File: src/rtl/pus_pkg.sv
// Shared constants and control types for the packed unique id set unit.
// No dependencies.
`default_nettype none

package pus_pkg;

  localparam int OP_W    = 2;
  localparam int IN_ID_W = 16;
  localparam int POS_W   = 5;
  localparam int CNT_W   = 6;

  localparam logic [OP_W-1:0] OP_INSERT = 2'd0;
  localparam logic [OP_W-1:0] OP_REMOVE = 2'd1;
  localparam logic [OP_W-1:0] OP_CHECK  = 2'd2;

  // Per-cycle strobes broadcast to every cell.
  typedef struct packed {
    logic cmp_en;  // latch match flag against the presented key
    logic ins_en;  // cell at slot == count takes the key
    logic rem_en;  // cells at slot >= pos take their upper neighbor's entry
  } cell_ctrl_t;

endpackage

`default_nettype wire

File: src/rtl/pus_cell.sv
// One slot of the id store: holds an entry, compares it with the key and
// shifts in its upper neighbor's entry on a remove. Uses pus_pkg.
`default_nettype none

module pus_cell #(
  parameter int IDX     = 0,
  parameter int ID_BITS = 16,
  parameter int IDX_W   = 5,
  parameter int CNTR_W  = 6
) (
  input  wire                        clk,
  input  wire                        rst_n,
  input  pus_pkg::cell_ctrl_t        ctrl,
  input  wire  [ID_BITS-1:0]         key,
  input  wire  [CNTR_W-1:0]          count,
  input  wire  [IDX_W-1:0]           pos,
  input  wire  [ID_BITS-1:0]         next_entry,
  output logic [ID_BITS-1:0]         entry,
  output logic                       match
);

  localparam logic [CNTR_W-1:0] SLOT_C = CNTR_W'(IDX);
  localparam logic [IDX_W-1:0]  SLOT_I = IDX_W'(IDX);

  logic [ID_BITS-1:0] entry_r;
  logic               match_r;
  logic               valid;

  assign valid = SLOT_C < count;

  always_ff @(posedge clk) begin
    if (!rst_n) begin
      match_r <= 1'b0;
    end else if (ctrl.cmp_en) begin
      match_r <= valid && (entry_r == key);
    end
  end

  // Entry storage is undefined until written; no reset.
  always_ff @(posedge clk) begin
    if (ctrl.ins_en && (SLOT_C == count)) begin
      entry_r <= key;
    end else if (ctrl.rem_en && (SLOT_I >= pos)) begin
      entry_r <= next_entry;
    end
  end

  assign entry = entry_r;
  assign match = match_r;

endmodule

`default_nettype wire

File: src/rtl/pus_reduce.sv
// Registered reduction of the cell match flags into found and slot index.
// Ids are distinct, so at most one flag is set. Uses no package items.
`default_nettype none

module pus_reduce #(
  parameter int CAPACITY = 32,
  parameter int IDX_W    = 5
) (
  input  wire                 clk,
  input  wire  [CAPACITY-1:0] match,
  output logic                found,
  output logic [IDX_W-1:0]    pos
);

  logic [IDX_W-1:0] pos_c;
  logic             found_r;
  logic [IDX_W-1:0] pos_r;

  always_comb begin
    pos_c = '0;
    for (int i = 0; i < CAPACITY; i++) begin
      pos_c = pos_c | (match[i] ? IDX_W'(i) : '0);
    end
  end

  always_ff @(posedge clk) begin
    found_r <= |match;
    pos_r   <= pos_c;
  end

  assign found = found_r;
  assign pos   = pos_r;

endmodule

`default_nettype wire

File: src/rtl/packed_unique_id_set_unit.sv
// Top level of the packed unique id set: sequencer, fill count, cell chain.
// Uses pus_pkg, pus_cell and pus_reduce.
//
//   channel | ports                               | dir
//   --------+-------------------------------------+-----
//   input   | in_valid in_ready in_op in_id       | in
//   result  | out_valid out_ready out_found       | out
//           | out_position out_count out_dropped  |
//
// Each transaction runs as a compare in every cell on acceptance, then a
// registered match reduction, then the cell update.
// in_ready is high only while the sequencer is idle; one transaction is in
// flight at a time, set by the shared reduction and shift cycle.
// The update cycle waits while the output register still holds an
// untaken result. Synchronous active-low reset clears the fill count.
`default_nettype none

module packed_unique_id_set_unit #(
  parameter int CAPACITY = 32,
  parameter int ID_BITS  = 16
) (
  input  wire                          clk,
  input  wire                          rst_n,
  input  wire                          in_valid,
  output logic                         in_ready,
  input  wire  [pus_pkg::OP_W-1:0]     in_op,
  input  wire  [pus_pkg::IN_ID_W-1:0]  in_id,
  output logic                         out_valid,
  input  wire                          out_ready,
  output logic                         out_found,
  output logic [pus_pkg::POS_W-1:0]    out_position,
  output logic [pus_pkg::CNT_W-1:0]    out_count,
  output logic                         out_dropped
);

  localparam int IDX_W  = (CAPACITY > 1) ? $clog2(CAPACITY) : 1;
  localparam int CNTR_W = $clog2(CAPACITY + 1);
  localparam int KEY_W  = (ID_BITS < pus_pkg::IN_ID_W) ? ID_BITS : pus_pkg::IN_ID_W;
  localparam logic [CNTR_W-1:0] FULL_C = CNTR_W'(CAPACITY);
  localparam logic [CNTR_W-1:0] ONE_C  = CNTR_W'(1);

  typedef enum logic [1:0] {
    ST_IDLE,
    ST_RED,
    ST_UPD
  } state_t;

  state_t                   state_r, state_nxt;
  logic [CNTR_W-1:0]        count_r, count_nxt;
  logic [pus_pkg::OP_W-1:0] op_r;
  logic [ID_BITS-1:0]       key_r;
  logic [ID_BITS-1:0]       in_key;
  logic [ID_BITS-1:0]       cell_key;

  logic                        out_valid_r, out_valid_nxt;
  logic                        out_found_r;
  logic [pus_pkg::POS_W-1:0]   out_position_r;
  logic [pus_pkg::CNT_W-1:0]   out_count_r;
  logic                        out_dropped_r;

  pus_pkg::cell_ctrl_t ctrl;
  logic [CAPACITY-1:0] match;
  logic [ID_BITS-1:0]  ent [CAPACITY];
  logic                found;
  logic [IDX_W-1:0]    pos;
  logic [IDX_W-1:0]    res_pos;
  logic                res_drop;
  logic                accept;
  logic                upd_go;

  assign in_key   = ID_BITS'(in_id[KEY_W-1:0]);
  assign in_ready = (state_r == ST_IDLE);
  assign accept   = in_valid && in_ready;
  assign upd_go   = (state_r == ST_UPD) && (!out_valid_r || out_ready);
  assign cell_key = (state_r == ST_IDLE) ? in_key : key_r;

  always_comb begin
    ctrl      = '0;
    count_nxt = count_r;
    res_pos   = found ? pos : '0;
    res_drop  = 1'b0;
    ctrl.cmp_en = accept;
    if (upd_go) begin
      case (op_r)
        pus_pkg::OP_INSERT: begin
          if (!found) begin
            if (count_r == FULL_C) begin
              res_drop = 1'b1;
            end else begin
              ctrl.ins_en = 1'b1;
              res_pos     = IDX_W'(count_r);
              count_nxt   = count_r + ONE_C;
            end
          end
        end
        pus_pkg::OP_REMOVE: begin
          if (found) begin
            ctrl.rem_en = 1'b1;
            count_nxt   = count_r - ONE_C;
          end
        end
        default: begin
        end
      endcase
    end
  end

  always_comb begin
    state_nxt     = state_r;
    out_valid_nxt = out_valid_r && !out_ready;
    unique case (state_r)
      ST_IDLE: if (accept) state_nxt = ST_RED;
      ST_RED:  state_nxt = ST_UPD;
      ST_UPD: begin
        if (upd_go) begin
          state_nxt     = ST_IDLE;
          out_valid_nxt = 1'b1;
        end
      end
      default: state_nxt = ST_IDLE;
    endcase
  end

  always_ff @(posedge clk) begin
    if (!rst_n) begin
      state_r     <= ST_IDLE;
      count_r     <= '0;
      out_valid_r <= 1'b0;
    end else begin
      state_r     <= state_nxt;
      count_r     <= count_nxt;
      out_valid_r <= out_valid_nxt;
    end
  end

  always_ff @(posedge clk) begin
    if (accept) begin
      op_r  <= in_op;
      key_r <= in_key;
    end
    if (upd_go) begin
      out_found_r    <= found;
      out_position_r <= pus_pkg::POS_W'(res_pos);
      out_count_r    <= pus_pkg::CNT_W'(count_nxt);
      out_dropped_r  <= res_drop;
    end
  end

  for (genvar i = 0; i < CAPACITY; i++) begin : g_cell
    logic [ID_BITS-1:0] upper;
    if (i == CAPACITY - 1) begin : g_top
      assign upper = ent[i];
    end else begin : g_mid
      assign upper = ent[i+1];
    end
    pus_cell #(
      .IDX     (i),
      .ID_BITS (ID_BITS),
      .IDX_W   (IDX_W),
      .CNTR_W  (CNTR_W)
    ) u_cell (
      .clk        (clk),
      .rst_n      (rst_n),
      .ctrl       (ctrl),
      .key        (cell_key),
      .count      (count_r),
      .pos        (pos),
      .next_entry (upper),
      .entry      (ent[i]),
      .match      (match[i])
    );
  end

  pus_reduce #(
    .CAPACITY (CAPACITY),
    .IDX_W    (IDX_W)
  ) u_reduce (
    .clk   (clk),
    .match (match),
    .found (found),
    .pos   (pos)
  );

  assign out_valid    = out_valid_r;
  assign out_found    = out_found_r;
  assign out_position = out_position_r;
  assign out_count    = out_count_r;
  assign out_dropped  = out_dropped_r;

endmodule

`default_nettype wire

File: config.mk
export PLATFORM = sky130hd
export DESIGN_NAME = packed_unique_id_set_unit
export DESIGN_NICKNAME = d
export VERILOG_FILES = /design/src/rtl/pus_pkg.sv /design/src/rtl/pus_cell.sv /design/src/rtl/pus_reduce.sv /design/src/rtl/packed_unique_id_set_unit.sv
export SDC_FILE = /design/constraint.sdc
export NUM_CORES = 1
export LEC_CHECK = 0
export BUFFER_PORTS_ARGS = -buffer_cell sky130_fd_sc_hd__buf_2
export CAP_MARGIN = 5
export CORE_ASPECT_RATIO = 1.25
export CORE_UTILIZATION = 31
export DETAILED_ROUTE_END_ITERATION = 6
export GPL_TIMING_DRIVEN = 0
export MAX_ROUTING_LAYER = met4
export SLEW_MARGIN = 20
export SYNTH_ARGS = -nofsm -noshare
export SYNTH_HDL_FRONTEND = slang
export SYNTH_SLANG_ARGS = --single-unit
File: constraint.sdc
create_clock -name clk -period 10.34 [get_ports clk]
set_clock_uncertainty 0.2 [all_clocks]
set_input_delay 2.068 -clock clk [delete_from_list [all_inputs] [get_ports clk]]
set_output_delay 2.068 -clock clk [all_outputs]
set_load 0.02 [all_outputs]
==> results.md, run 1 <==
* Die height at 361 um
* Worst path cell trace: clkbuf_1 > inv_1 > ha_1 > clkbuf_1 > nor2b_2 > nand3_1 > and2_1 > buf_2 > buf_2 > nand4_1 > clkbuf_1 > nand2_1
* IO Port Bufs at 36
* PostCTS Resize Cnt at 0
* Fraction of layout cells with a size suffix above 1 at 9.24%
* #FFs+latches synth at 590
* Synth Warn # at 0
* Die area at 0.105 mm^2
* Mapped Cells at 3192
* Status: complete, no violations
* EDFF count, synth at 543
* # H-tree levels at 3
* Post-Syn Nets at 3218
* Max_slew headroom at 12.4%
* GR peak layer: met2
* Max Cap Violations at 0
* P&R area growth vs syn at 13.8%
* CTS tree: built
* Setup violators final at 0
* Crit path kind: reg -> reg
* Min Hold Slack at 0.268 ns
* Row count at 131
* Ys async rst share at 0%
* Initial Util at 31.3%
* Post-Syn Area at 0.0320 mm^2
* Hpwl dp at 142000 um
* Fillers at 10400
* Root Buffer: clkbuf_16
* Drt pass-1 iters at 6
* Max Clock Freq at 156 MHz
* Nets at 3341
* Mean routed wirelength per cell at 41.2 um
* Post-synth cell types at 74
* Syn avg cell area at 10.0 um^2
* Worst-path clk slew at 0.06 ns
* Core area at 0.102 mm^2
* Main synth FF type: edfxtp_1
* Actual slew at the worst max-slew pin at 1.31 ns
* Arrival @ worst endpoint at 6.41 ns
* Peak supply drop at 0.112 mV
* Via count at 29500
* Ports at 37
* Final Cycle Share at 62.0%
* CP dominant cell by count: clkbuf_1
* Drt total wl at 194000 um
* Fin. Hold Viols at 0
* Minimum clock period at 6.41 ns
* Clock sinks at 590
* Hold_buf cts at 0
* Clk_lat worst skew at 0.66 ns
* Clock buffer depth at 3
* Leakage at 12.7 nW
* Grt met2 use at 54.9%
* Die W at 289 um
* CP max stage delay at 0.78 ns
* PwrDens at 161 mW/mm^2
* TritonCTS Buffers at 66
* Initial antenna violation count at 22
* Vias per inst at 6.27
* Remaining Overflow, GRT at 0
* Register area share after synthesis at 53.9%
* RSZ-0062 raised after global routing: no
* GRT Total Usage at 37.6%
* Residual DRC at 0
* GR met1 Demand/Resource at 43.0%
* Post-DRT Antenna Nets at 0
* Post-CTS setup buffers at 0
* Critical path peak fanout at 16
* First-pass GRT wire length at 252000 um
* Data required, critical path at 10.34 ns
* M3 GR Usage at 10.0%
* Setup TNS at 0 ns
* Largest net degree at the start of global routing at 17
* Hold WC Path Type: reg -> reg
* GP Congestion at 1.10
* Startpoint types: flop
* DR iter-0 viols at 4603
* Vias in the first global route at 27900
* CP endpoint kind: flop
* Worst path slowest cell: nor2b_2
* Slew Limit Fails at 0
[final cells by class]
cell class                      instances  area [um^2]  share of cell area, %
Clock inverter                         30          335                  0.920
Clock buffer                           87         1750                   4.80
Timing Repair Buffer                   55          429                   1.18
Multi-Input combinational cell       2264        13500                   37.1
Tap cell                             1330         1660                   4.57
Antenna cell                           18         45.0                  0.124
Sequential cell                       590        17200                   47.3
Buffer                                268         1200                   3.29
Inverter                               70          265                  0.728
[per-layer routing]
layer | up-vias | share of wire [%]
met1 | 14700 | 36
met5 | - | 0
met4 | 0 | 10
met2 | 2236 | 43
met3 | 750 | 11
li1 | 11800 | -
[synthesized netlist by cell type (all sizes together) (4+ instances only)]
library cell	n	share of area, %
edfxtp	543	51
or4	12	0.28
buf	72	1.2
o221ai	21	0.57
o211ai	6	0.14
a22o	11	0.30
inv	65	0.77
a2111oi	17	0.48
o22ai	31	0.61
and3	8	0.16
a211oi	10	0.23
nor4	57	1.2
a21o	13	0.30
dfxtp	47	2.9
clkinv	5	0.059
nand2	397	4.7
a221oi	26	0.71
xnor2	233	6.4
clkbuf	196	2.3
or3	11	0.21
a31oi	13	0.25
ha	4	0.16
nand2b	14	0.27
nor3	40	0.69
o31ai	15	0.35
a21oi	236	3.7
o2bb2ai	11	0.30
a222oi	6	0.19
a2bb2oi	7	0.19
a22oi	13	0.30
mux2i	9	0.37
nor2b	13	0.25
nand3	48	0.75
nand4	59	1.2
o21ai	397	6.2
a21boi	8	0.21
xor2	200	5.5
and2	14	0.27
o2111ai	17	0.46
or2	6	0.12
a32o	5	0.16
nor2	243	2.8
nand4b	4	0.11
[cells in the final DEF (no fill, tap or decap), types with 63 or more instances in the layout]
cell,instances
buf_2,93
inv_1,63
nor2_1,242
clkbuf_16,66
xor2_1,200
clkbuf_1,168
nand2_1,397
edfxtp_1,543
o21ai_0,386
xnor2_1,233
a21oi_1,235
[stage by stage]
stage	util, %	setup slack, ns	instance area, um^2	power (mW)	cells
after floorplan	-	5.04	32000	2.97	3192
after global placement	33.1	0.306	33900	3.45	4558
after detailed placement	33.5	3.78	34300	3.46	4576
after CTS	35.6	3.80	36400	5.80	4693
after global routing	35.6	3.94	36400	5.89	4705
final	35.6	3.93	36400	5.86	4712
[worst paths after layout]
| kind | from | to | slack, ns | depth (start not counted) |
|---|---|---|---|---|
| max | count_r[1] | g_cell[24].u_cell.entry[4] | 3.93 | 12 |
| min | g_cell[28].u_cell.match | g_cell[28].u_cell.match | 0.27 | 2 |
| max reg2reg | count_r[1] | g_cell[24].u_cell.entry[4] | 3.93 | 12 |
| min reg2reg | g_cell[28].u_cell.match | g_cell[28].u_cell.match | 0.27 | 2 |
[worst max-delay path, delay by kind of cell (launching register included)]
kind,cells,cell delay [ns]
flops,1,0.36
fa+ha+maj,1,0.22
simple gates,5,2.59
buf+inv,6,2.56
[where the power goes]
| group | leakage [nW] | total [mW] | switching [mW] | internal [mW] |
|---|---|---|---|---|
| logic | 6.39 | 0.879 | 0.713 | 0.166 |
| registers | 5.27 | 2.59 | 0.0101 | 2.58 |
| clock network | 1.01 | 2.39 | 1.08 | 1.31 |
[sequential cells by signal (all words and copies together) (netlist names)]
register	flops
g_cell.u_cell.entry	512
g_cell.u_cell.match	32
key_r	16
count_r	6
out_count	6
out_position	5
u_reduce.pos	5
op_r	2
state_r	2
out_dropped	1
out_found	1
out_valid	1
u_reduce.found	1
[cells by family (layout without fill, tap and decap cells)]
family	after synthesis	after routing	synth area share, %
xor gates and xnor gates	433	433	11.8
muxes	10	10	0.406
DFF	590	590	53.9
other	0	18	0
AOI/OAI and AO/OA	882	882	16.2
and+or+nand+nor	935	935	13.2
buffers and inverters	338	510	4.37
adders and majority gates	4	4	0.156
Note: power is estimated with default switching activity, not from simulation.
==> run 2, diff against run 1 <==
--- a/config.mk
+++ b/config.mk
@@ -5,6 +5,7 @@
 export SDC_FILE = /design/constraint.sdc
 export NUM_CORES = 1
 export LEC_CHECK = 0
+export ABC_AREA = 1
 export BUFFER_PORTS_ARGS = -buffer_cell sky130_fd_sc_hd__buf_2
 export CAP_MARGIN = 5
 export CORE_ASPECT_RATIO = 1.25
==> constraint.sdc (replaced) <==
create_clock -name clk -period 5.23 [get_ports clk]
set_clock_uncertainty 0.2 [all_clocks]
set_input_delay 1.046 -clock clk [delete_from_list [all_inputs] [get_ports clk]]
set_output_delay 1.046 -clock clk [all_outputs]
set_load 0.02 [all_outputs]
==> run 2 against run 1 <==
Against the previous run: the flow now finishes with violations (DRC); die area increased by 7.0%; sequential share of layout area decreased by 3.0 points; clock-buffer cell count decreased by 1; wire length decreased by 1.1%; sequential cell count unchanged; maximum frequency increased by 23%; largest cell class unchanged; largest power group unchanged; global-route usage decreased by 3.1 points; critical endpoint is now g_cell[15].u_cell.entry[9].
==> results.md, run 2 <==
* Arrival @ worst endpoint at 5.33 ns (was 6.41 ns)
* Leakage at 17.7 nW (was 12.7 nW)
* Largest cells by area after synthesis: edfxtp_1 48%, nand2_1 19%, o21ai_0 8.4% (was edfxtp_1 51%, xnor2_1 6.4%, o21ai_0 6.2%)
* Post-DRT Antenna Nets at 0 (unchanged)
* P&R area growth vs syn at 13.6% (was 13.8%)
* Initial antenna violation count at 16 (was 22)
* Minimum clock period at 5.22 ns (was 6.41 ns)
* Mean routed wirelength per cell at 31.0 um (was 41.2 um)
* M1 WL at 69600 um (about the same)
* Commonest cells in the netlist: 1779 x nand2_1, 576 x o21ai_0, 543 x edfxtp_1 (was 543 x edfxtp_1, 397 x nand2_1, 397 x o21ai_0)
* Commonest non-fill, non-tap cells in the layout: 1776 x nand2_1, 567 x o21ai_0, 543 x edfxtp_1 (was 543 x edfxtp_1, 397 x nand2_1, 386 x o21ai_0)
* EDFF count, synth at 543 (unchanged)
* Nets at 4692 (was 3341)
* Worst path cell trace: inv_1 > ha_1 > nand2_1 > nor3_4 > nor2_4 > nand2_4 > nor2_2 > nand2_1 > clkbuf_1 > nand2_1 (was clkbuf_1 > inv_1 > ha_1 > clkbuf_1 > nor2b_2 > nand3_1 > and2_1 > buf_2 > buf_2 > nand4_1 > clkbuf_1 > nand2_1)
* Critical path peak fanout at 16 (unchanged)
* CTS tree: built (unchanged)
* Max_slew headroom at 10.9% (was 12.4%)
* Ports at 37 (unchanged)
* Initial Util at 31.2% (was 31.3%)
* Worst path slowest cell: dfxtp_1 (was nor2b_2)
* Post-CTS setup buffers at 0 (unchanged)
* Metal3 WL at 20600 um (was 20900 um)
* Drt pass-1 iters at 7 (was 6)
* Top delay family on crit path: simple AND/OR/NAND/NOR gates (unchanged)
* Max Cap Violations at 0 (unchanged)
* Most common cell in the netlist: nand2_1 (was edfxtp_1)
* PwrDens at 312 mW/mm^2 (was 161 mW/mm^2)
* Root Buffer: clkbuf_16 (unchanged)
* IO Port Bufs at 36 (unchanged)
* GP Congestion at 1.12 (was 1.10)
* RSZ-0062 raised after global routing: no (unchanged)
* CP dominant cell by count: nand2_1 (was clkbuf_1)
* Largest net degree at the start of global routing at 22 (was 17)
* Peak supply drop at 0.218 mV (was 0.112 mV)
* Final Cycle Share at 99.8% (was 62.0%)
* Max Clock Freq at 192 MHz (was 156 MHz)
* # H-tree levels at 3 (unchanged)
* Max layer used: met4 (unchanged)
* Syn avg cell area at 7.56 um^2 (was 10.0 um^2)
* Worst-path clk slew at 0.06 ns (about the same)
* DR iter-0 viols at 4968 (was 4603)
* Yosys top cell by area: edfxtp_1 (unchanged)
* Fraction of layout cells with a size suffix above 1 at 7.99% (was 9.24%)
* Clk_lat worst skew at 0.70 ns (was 0.66 ns)
* Drt total wl at 192000 um (was 194000 um)
* Status: finished with violations (was complete, no violations)
* Die height at 374 um (was 361 um)
* Core area at 0.110 mm^2 (was 0.102 mm^2)
* Post-Syn Nets at 4560 (was 3218)
* Startpoint types: flop (unchanged)
* Clock sinks at 590 (unchanged)
* Synth Warn # at 0 (unchanged)
* Met2 routed WL at 83100 um (was 83400 um)
* Setup violators final at 0 (unchanged)
* Fillers at 11600 (was 10400)
* CP endpoint kind: flop (unchanged)
* Failing checks: DRC
* Post-Syn Area at 0.0343 mm^2 (was 0.0320 mm^2)
* Final WS setup at 0.0102 ns (was 3.93 ns)
* Fin. Hold Viols at 0 (unchanged)
* Actual slew at the worst max-slew pin at 1.34 ns (was 1.31 ns)
* Main synth FF type: edfxtp_1 (unchanged)
* Row count at 136 (was 131)
* Residual DRC at 4 (was 0)
* Crit path kind: reg -> reg (unchanged)
* TritonCTS Buffers at 69 (was 66)
* Top cell type's share of synthesized area at 47.6% (was 50.9%)
* Register area share after synthesis at 50.3% (was 53.9%)
* Hold WC Path Type: reg -> reg (unchanged)
* Slew Limit Fails at 0 (unchanged)
* GRT Total Usage at 34.5% (was 37.6%)
* DP Worst Slack at -0.364 ns (was 3.78 ns)
* Clock buffer depth at 3 (unchanged)
* Core Util, Final at 35.5% (was 35.6%)
* #FFs+latches synth at 590 (unchanged)
* Via count at 34300 (was 29500)
* Ys async rst share at 0% (unchanged)
* Data required, critical path at 5.34 ns (was 10.34 ns)
* Die W at 299 um (was 289 um)
* Commonest non-fill, non-tap cell in the layout: nand2_1 (was edfxtp_1)
* First-pass GRT wire length at 254000 um (was 252000 um)
* Vias in the first global route at 31000 (was 27900)
* Remaining Overflow, GRT at 0 (unchanged)
* Mapped Cells at 4534 (was 3192)
* Vias per inst at 5.55 (was 6.27)
* Hpwl dp at 137000 um (was 142000 um)
* Die area at 0.112 mm^2 (was 0.105 mm^2)
* CP max stage delay at 0.87 ns (was 0.78 ns)
* Post-synth cell types at 40 (was 74)
* Max reg flops at 512 (unchanged)
* R2R Setup Slk at 0.01 ns (was 3.93 ns)
* CP bufs+invs at 2 (was 6)
-- run 2: cell types whose count changed after synthesis, sizes merged, moves of 139 or more --
cell / change
nand2: +1417
inv: +402
xnor2: -233
o21ai: +199
nand3: +186
a21oi: -179
xor2: -139
-- run 2: what timing repair did --
action,CTS,global route
hold buffers,0,0
endpoints found under the setup margin,0,58
resized for setup,0,4
-- run 2: layout make-up --
type | instances | area (um^2) | area share, %
sequential | 590 | 17200 | 44.3
timing repair buffer | 61 | 470 | 1.21
clock inverter | 40 | 423 | 1.09
inverter | 468 | 1760 | 4.51
tap | 1449 | 1810 | 4.65
clock buffer | 86 | 1830 | 4.70
antenna | 14 | 35.0 | 0.0899
multi-input combinational | 3221 | 14100 | 36.2
buffer | 255 | 1280 | 3.28
-- run 2: cell families after synthesis --
kind of cell             after synthesis  share of synthesized area [%]
XOR/XNOR                              61                           1.56
AO/OA/AOI/OAI                        667                           9.86
adder cells (fa/ha/maj)                4                          0.146
flip-flops                           590                           50.3
AND/OR/NAND/NOR                     2489                           29.3
buffers and inverters                723                           8.78
-- run 2: where the power goes --
part           internal (mW)  leakage, nW  switching (mW)
clock                   2.82         1.09            2.27
combinational          0.325         11.3            1.65
sequential              5.09         5.28         0.00971
total                   8.24         17.7            3.92
-- run 2: worst paths after layout --
| path | from | cells past startpoint | end |
|---|---|---|---|
| setup / recovery | count_r[1] | 10 | g_cell[15].u_cell.entry[9] |
| hold / removal | g_cell[4].u_cell.match | 2 | g_cell[4].u_cell.match |
| setup reg to reg | count_r[1] | 10 | g_cell[15].u_cell.entry[9] |
| hold reg to reg | g_cell[4].u_cell.match | 2 | g_cell[4].u_cell.match |
-- run 2: metrics by stage --
step                      hold slack [ns]  TNS [ns]  cells  cell area (um^2)  total power, mW
final                               0.263         0   6184             39000             12.2
after global routing                0.286         0   6177             38900             12.3
after CTS                           0.265         0   6170             38900             12.0
after detailed placement            0.255    -32.02   6044             36600             7.05
after global placement              0.253   -177.87   6019             36300             7.03
after floorplan                     0.206         0   4534             34300             5.96
-- run 2: metal layers --
metal / up-vias / track usage (%)
li1: 14900 / -
met1: 16400 / 40.3
met2: 2372 / 50.8
met3: 629 / 7.49
met4: 0 / 28.1
met5: - / -
-- run 2: worst min-delay path, stage by stage (launching register included) --
cell     delay (ns)
dfxtp_1        0.30
nand2_1        0.06
a21oi_1        0.05
